<file path="src/rtl/sbct_pkg.sv">
// Shared codes and types for the segment and box crossing test.
`timescale 1ns / 1ps
package sbct_pkg;

  localparam logic KIND_SEG = 1'b0;
  localparam logic KIND_BOX = 1'b1;

  // Pipeline control handed from the top level to the datapath parts.
  typedef struct packed {
    logic adv;
  } pipe_ctl_t;

endpackage

</file>
<file path="src/rtl/sbct_box_pipe.sv">
// Box pair datapath: corners, axis-aligned edge overlap, edge-pair hit.
`timescale 1ns / 1ps
module sbct_box_pipe #(
  parameter int COORD_BITS = 16
) (
  input  logic                         clk,
  input  sbct_pkg::pipe_ctl_t          ctl,
  input  logic signed [COORD_BITS-1:0] pt_a_x,
  input  logic signed [COORD_BITS-1:0] pt_a_y,
  input  logic signed [COORD_BITS-1:0] pt_b_x,
  input  logic signed [COORD_BITS-1:0] pt_b_y,
  input  logic signed [COORD_BITS-1:0] pt_c_x,
  input  logic signed [COORD_BITS-1:0] pt_c_y,
  input  logic signed [COORD_BITS-1:0] pt_d_x,
  input  logic signed [COORD_BITS-1:0] pt_d_y,
  output logic                         hit
);

  localparam int CW = COORD_BITS + 1;

  // Stage 1: corners. Box 1 spans x [ax,ax2], y [ay,ay2]; box 2 likewise.
  logic signed [CW-1:0] ax, ax2, ay, ay2, cx, cx2, cy, cy2;
  logic                 bx_nz, by_nz, dx_nz, dy_nz;

  // Stage 2: overlap bits and edge-length flags.
  logic [1:0] inx_a, iny_c, inx_c, iny_a;
  logic       v1h2, v2h1;

  function automatic logic between(input logic signed [CW-1:0] v,
                                   input logic signed [CW-1:0] e0,
                                   input logic signed [CW-1:0] e1);
    between = ((v >= e0) && (v <= e1)) || ((v >= e1) && (v <= e0));
  endfunction

  always_ff @(posedge clk) begin
    if (ctl.adv) begin
      ax    <= CW'(pt_a_x);
      ay    <= CW'(pt_a_y);
      ax2   <= CW'(pt_a_x) + CW'(pt_b_y);
      ay2   <= CW'(pt_a_y) + CW'(pt_b_x);
      cx    <= CW'(pt_c_x);
      cy    <= CW'(pt_c_y);
      cx2   <= CW'(pt_c_x) + CW'(pt_d_y);
      cy2   <= CW'(pt_c_y) + CW'(pt_d_x);
      bx_nz <= (pt_b_x != '0);
      by_nz <= (pt_b_y != '0);
      dx_nz <= (pt_d_x != '0);
      dy_nz <= (pt_d_y != '0);

      // box 1 verticals against box 2 horizontals, and the reverse
      inx_a <= {between(ax2, cx, cx2), between(ax, cx, cx2)};
      iny_c <= {between(cy2, ay, ay2), between(cy, ay, ay2)};
      inx_c <= {between(cx2, ax, ax2), between(cx, ax, ax2)};
      iny_a <= {between(ay2, cy, cy2), between(ay, cy, cy2)};
      v1h2  <= bx_nz && dy_nz;
      v2h1  <= dx_nz && by_nz;

      // parallel edge pairs are not tested and never hit
      hit <= (v1h2 && (|inx_a) && (|iny_c)) || (v2h1 && (|inx_c) && (|iny_a));
    end
  end

endmodule

</file>
<file path="config.mk">
export PLATFORM = sky130hd
export DESIGN_NAME = sbct_box_pipe
export DESIGN_NICKNAME = d
export VERILOG_FILES = /design/src/rtl/sbct_pkg.sv /design/src/rtl/sbct_box_pipe.sv
export SDC_FILE = /design/constraint.sdc
export NUM_CORES = 1
export LEC_CHECK = 0
export BUFFER_PORTS_ARGS = -buffer_cell sky130_fd_sc_hd__buf_2
export CAP_MARGIN = 20
export CORE_AREA = 2 2 147 149
export CTS_CLUSTER_SIZE = 40
export DETAILED_ROUTE_END_ITERATION = 7
export DIE_AREA = 0 0 149 151
export HOLD_SLACK_MARGIN = 0.03
export PLACE_DENSITY = 0.7
export SYNTH_ARGS = -nofsm -noshare
export SYNTH_HDL_FRONTEND = slang
export SYNTH_SLANG_ARGS = --single-unit
export TNS_END_PERCENT = 20
</file>
<file path="constraint.sdc">
create_clock -name clk -period 6.2 [get_ports clk]
set_input_delay 0.62 -clock clk [delete_from_list [all_inputs] [get_ports clk]]
set_output_delay 0.62 -clock clk [all_outputs]
set_load 0.005 [all_outputs]
</file>
### Word level (Yosys, flattened, before mapping)

Index checks and enable logic that the tools add are counted.

| word-level totals | value |
|---|---|
| input port bits | 130 |
| logic and storage cells | 94 |
| bits in registers | 147 |

| cells by class | value |
|---|---|
| magnitude comparators | 32 |
| reduce and logical (&&, ||, !) cells | 39 |
| add/subtract/negate cells | 4 |

Operators with widths:

| cell | count |
|---|---|
| $add 16x16->17 | 4 |
| $ge 16x17->1 | 4 |
| $ge 17x16->1 | 4 |
| $ge 17x17->1 | 4 |
| $le 16x17->1 | 4 |
| $le 17x16->1 | 4 |
| $le 17x17->1 | 4 |
| $ge 16x16->1 | 4 |
| $le 16x16->1 | 4 |
| $reduce_bool 16->1 | 4 |
| $logic_and 1x1->1 | 22 |
| $logic_or 1x1->1 | 9 |
| $reduce_or 2->1 | 4 |

### Longest topological paths before layout

| logic depth | value |
|---|---|
| depth in word-level cells | 4 |
| mapped depth | 9 |
| gate-level depth less buffers | 9 |

### Least setup slack after synthesis

OpenSTA, ideal clock, no wires.

| timing | value |
|---|---|
| path kind | input to register |
| start point | in pt_a_y[0] |
| end point | reg ay2[14], data pin |
| required time | 5.942 ns |
| setup time | 0.258 ns |
| arrival | 2.720 ns |
| path buffers | 0 |
| slack | 3.222 ns |
| stages on the path | 9 |
| path through | ha_1 > fa_1 > a21oi_2 > and4b_4 > or4b_4 > a211oi_2 > o21bai_1 > a21o_1 > xor2_1 |

| between the ends | value |
|---|---|
| word-level cells in the longest chain between the ends | 1 |

Ends and longest elaborated chain:

| element | line | RTL |
|---|---|---|
| start: declaration | sbct_box_pipe.sv:9 | `input logic signed [COORD_BITS-1:0] pt_a_y,` |
| $add 16x16->17 | sbct_box_pipe.sv:40 | `ay2 <= CW'(pt_a_y) + CW'(pt_b_x);` |
| end signal: assignment | sbct_box_pipe.sv:40 |  |
| end: declaration | sbct_box_pipe.sv:22 | `logic signed [CW-1:0] ax, ax2, ay, ay2, cx, cx2, cy, cy2;` |

No other way between the ends.
A chain may end at the register's enable or synchronous reset.

### Worst setup path after layout

| timing | value |
|---|---|
| start point | in pt_c_x[0] |
| end point | reg cx2[10], data pin |

| between the ends | value |
|---|---|
| word-level cells in the longest chain between the ends | 1 |

Ends and longest elaborated chain:

| element | line | RTL |
|---|---|---|
| start: declaration | sbct_box_pipe.sv:12 | `input logic signed [COORD_BITS-1:0] pt_c_x,` |
| $add 16x16->17 | sbct_box_pipe.sv:43 | `cx2 <= CW'(pt_c_x) + CW'(pt_d_y);` |
| end signal: assignment | sbct_box_pipe.sv:43 |  |
| end: declaration | sbct_box_pipe.sv:22 |  |

No other way between the ends.

==> impl_metrics.toml <==
[run_status]
status = "complete, no violations"

[floorplan]
ioPinCount = 131
die_h_um = 151
coreArea_mm2 = 0.0208
die_area_mm2 = 0.0225
row_count = 53
start_util = 0.513
die_w_um = 149

[power]
power.leakage_uw = 0.00558
totalPowerFinal_uw = 3310
ir_drop_uv = 153
cellPowerDensity_mw_per_mm2 = 269

[critical_path]
slowest_stage = "a2111oi_1"
critPathKind = "in2reg"
r2r-start = "cx[1]"
crit_path_frequent_cell = "a21oi_1"
required_ns = 6.37
r2r_end = "inx_a[0]"
reg2reg_depth = 8
arrival_ns = 3.00
crit_path_end_kind = "flop"
reg2reg_slack_ns = 3.56
crit_path_start_kind = "input pin"
worstPathCellList = "buf_2, ha_1, fa_1, a21o_1, a21oi_1, o21bai_1, a2111oi_1, o31ai_1, a21oi_1, xnor2_1"
crit_path_max_fanout = 3
critical-path-max-stage-delay_ns = 0.54

[global_route]
grt_pass1_wl_um = 39900
grt_pass1_vias = 8267
grt_max_degree = 101
antenna_found_initial = 0
grtUsageTotal = 0.231
overflow = 0

[cts]
cts_made_buffers = 17
post_cts_resized = 0
cts_tree = "done"
worstSkewPairLatency_ns = 0.43
cts.sinks = 147
post-cts-setup-buffers = 0
cts.clk_slew.worst_paths_ns = 0.07
root_buffer = "clkbuf_16"
clk_path_buf_depth = 2
h-tree-depth = 4
cts_hold_buf = 0

[synthesis]
synthSimpleGateAreaFrac = 0.118
synth-seq-cells = 147
synth_compound_gate_area_share = 0.149
syn_area_mm2 = 0.0107
yosysTopAreaCell = "edfxtp_1"
yosysSeqAreaShare = 0.413
synth_top_area_share = 0.413
synth_cells = 963
yosys.cell_types.count = 62
synthArstFlopShare = 0
synth.top_cells.by_area = "edfxtp_1 41%, ha_1 23%, a21oi_1 3.6%"
synth_flop_cell = "edfxtp_1"
yosys.area_share.xor_xnor = 0.0467
synth_edf_count = 147
syn-num-nets = 1295
yosys-mux-area-fraction = 0.00468
synth_top_family_by_area = "adder cells"
synth_fa_ha_area_frac = 0.239
synth.avg_cell_area_um2 = 11.1
ys_warn_count = 0

[sta]
grt_setup_unrepaired = "no"
min_period_over_period = 0.457
holdWs_ns = 0.385
tns_ns = 0
fin_skew_ns = 0.00806
maxSlewViolCount = 0
min_period_ns = 2.83
fmax_mhz = 353
finalSetupViolCount = 0
worst_pin_slew_ns = 0.909
slew_headroom = 0.394
hold_viol_final = 0

[job]
drv_cap = 0

[drt]
wl_um = 24900
drc_errors = 0
dr.pass1.iters = 5
wl_per_cell_um = 17.7
drt_iter0_markers = 374
ant_nets = 0
vias = 8013
viasPerCell = 5.72

[place]
dp_cells = 1369
dp_hpwl_um = 20400
post_dp_cell_area_mm2 = 0.0117
gp_congestion = 0.876
io_buffer_count = 130

[hold_path]
worst_hold_path_type = "in2reg"
min_path_cells = 1
whs_endpoint = "cx[8]"
min_from = "pt_c_x[8]"

[finish]
n_antenna_cell = 0
syn_to_final_growth_pct = 15.2
fill_cells = 1782
drive_above_1_share = 0.156
stdcell_count = 1401
fin_area_mm2 = 0.0123
final_nets = 1445
==> layer usage <==
layer | vias up | routed length, um | global-route usage
met2 | 205 | 12700 | 0.428
met4 | 0 | 854 | 0.103
met5 | - | 0 | 0
li1 | 4000 | - | -
met1 | 3756 | 10200 | 0.264
met3 | 52 | 1070 | 0.0340
==> synthesized netlist by cell type (5+ instances only) <==
| cell | count |
|---|---|
| nand3_1 | 27 |
| a211oi_1 | 8 |
| o21ai_0 | 31 |
| o22ai_1 | 5 |
| o21bai_1 | 7 |
| and4_1 | 9 |
| ha_1 | 198 |
| inv_1 | 83 |
| nor2_1 | 49 |
| nor4b_1 | 5 |
| o221ai_1 | 5 |
| o21a_1 | 14 |
| nor2b_1 | 20 |
| nor3_1 | 11 |
| xor2_1 | 17 |
| xnor2_1 | 40 |
| mux2i_1 | 5 |
| a21o_1 | 50 |
| and3_1 | 5 |
| edfxtp_1 | 147 |
| nand4_1 | 24 |
| o211ai_1 | 7 |
| nand2_1 | 33 |
| a21oi_1 | 76 |
| nor4_1 | 18 |
==> state kept, by name, summed over array words and instances (netlist names), 2 cells and up <==
register / count
iny_c: 2
iny_a: 2
cx2: 17
inx_a: 2
cx: 16
ay: 16
cy: 16
cy2: 17
ax2: 17
inx_c: 2
ay2: 17
ax: 16
==> metrics by stage <==
stage	worst slack, ns	util
CTS	3.38	0.591
detailed placement	2.92	0.562
floorplan	3.22	-
finish	3.37	0.591
global route	3.15	0.591
global placement	2.95	0.562
==> cell families after synthesis <==
group / count (synthesis)
DFF: 147
adders and majority gates: 202
xor gates and xnor gates: 57
and+or+nand+nor: 228
muxes: 5
AOI/OAI and AO/OA: 241
buffers and inverters: 83
==> final cells by class <==
type / count / area, um^2 / share of cell area
well taps: 275 / 344 / 0.0280
clock inverters: 14 / 185 / 0.0150
inverters: 83 / 312 / 0.0253
multi-input cells: 733 / 5960 / 0.484
flip-flops and latches: 147 / 4410 / 0.359
repair buffers: 131 / 664 / 0.0540
clock buffers: 18 / 429 / 0.0349
==> worst max-delay path: cells and delay by family <==
| kind | cells | cell delay, ns |
|---|---|---|
| adder cells (fa/ha/maj) | 2 | 0.65 |
| XOR/XNOR | 1 | 0.08 |
| AO/OA/AOI/OAI | 6 | 1.54 |
| buffers and inverters | 1 | 0.11 |
==> worst max-delay path by stage <==
stage,start,end
after floorplan,pt_a_y[0],ay2[14]
after global placement,pt_a_y[0],ay2[14]
after detailed placement,pt_a_y[0],ay2[14]
after CTS,pt_a_y[0],ay2[14]
after global routing,pt_a_x[0],ax2[12]
final,pt_c_x[0],cx2[10]
==> cells in the final DEF, fill, tap and decap left out, types with 4 or more instances in the layout <==
| cell type | count |
|---|---|
| xnor2_1 | 40 |
| ha_1 | 198 |
| nor3_1 | 11 |
| a211oi_1 | 8 |
| a31oi_1 | 4 |
| o211ai_1 | 7 |
| o22ai_1 | 5 |
| o21a_1 | 14 |
| nand2b_1 | 4 |
| inv_1 | 83 |
| nor2b_1 | 20 |
| xor2_1 | 17 |
| nor4b_1 | 5 |
| o21ai_0 | 31 |
| clkinv_2 | 4 |
| nor4_1 | 18 |
| and3_1 | 5 |
| bufinv_16 | 4 |
| and4_1 | 9 |
| a21oi_1 | 76 |
| o221ai_1 | 5 |
| nand3_1 | 27 |
| o21bai_1 | 7 |
| edfxtp_1 | 147 |
| nand2_1 | 33 |
| a2111oi_0 | 4 |
| a21o_1 | 50 |
| buf_2 | 129 |
| fa_1 | 4 |
| mux2i_1 | 5 |
| nor2_1 | 49 |
| o31ai_1 | 4 |
| a221o_1 | 4 |
| nand4_1 | 24 |
| clkbuf_16 | 17 |
==> report_power, final <==
part / internal [uW] / switching [uW] / total (uW)
clock network: 671 / 421 / 1090
logic: 401 / 488 / 889
registers: 1260 / 66.3 / 1330
total: 2330 / 975 / 3310
No activity file was read; power rests on OpenSTA's default activity.
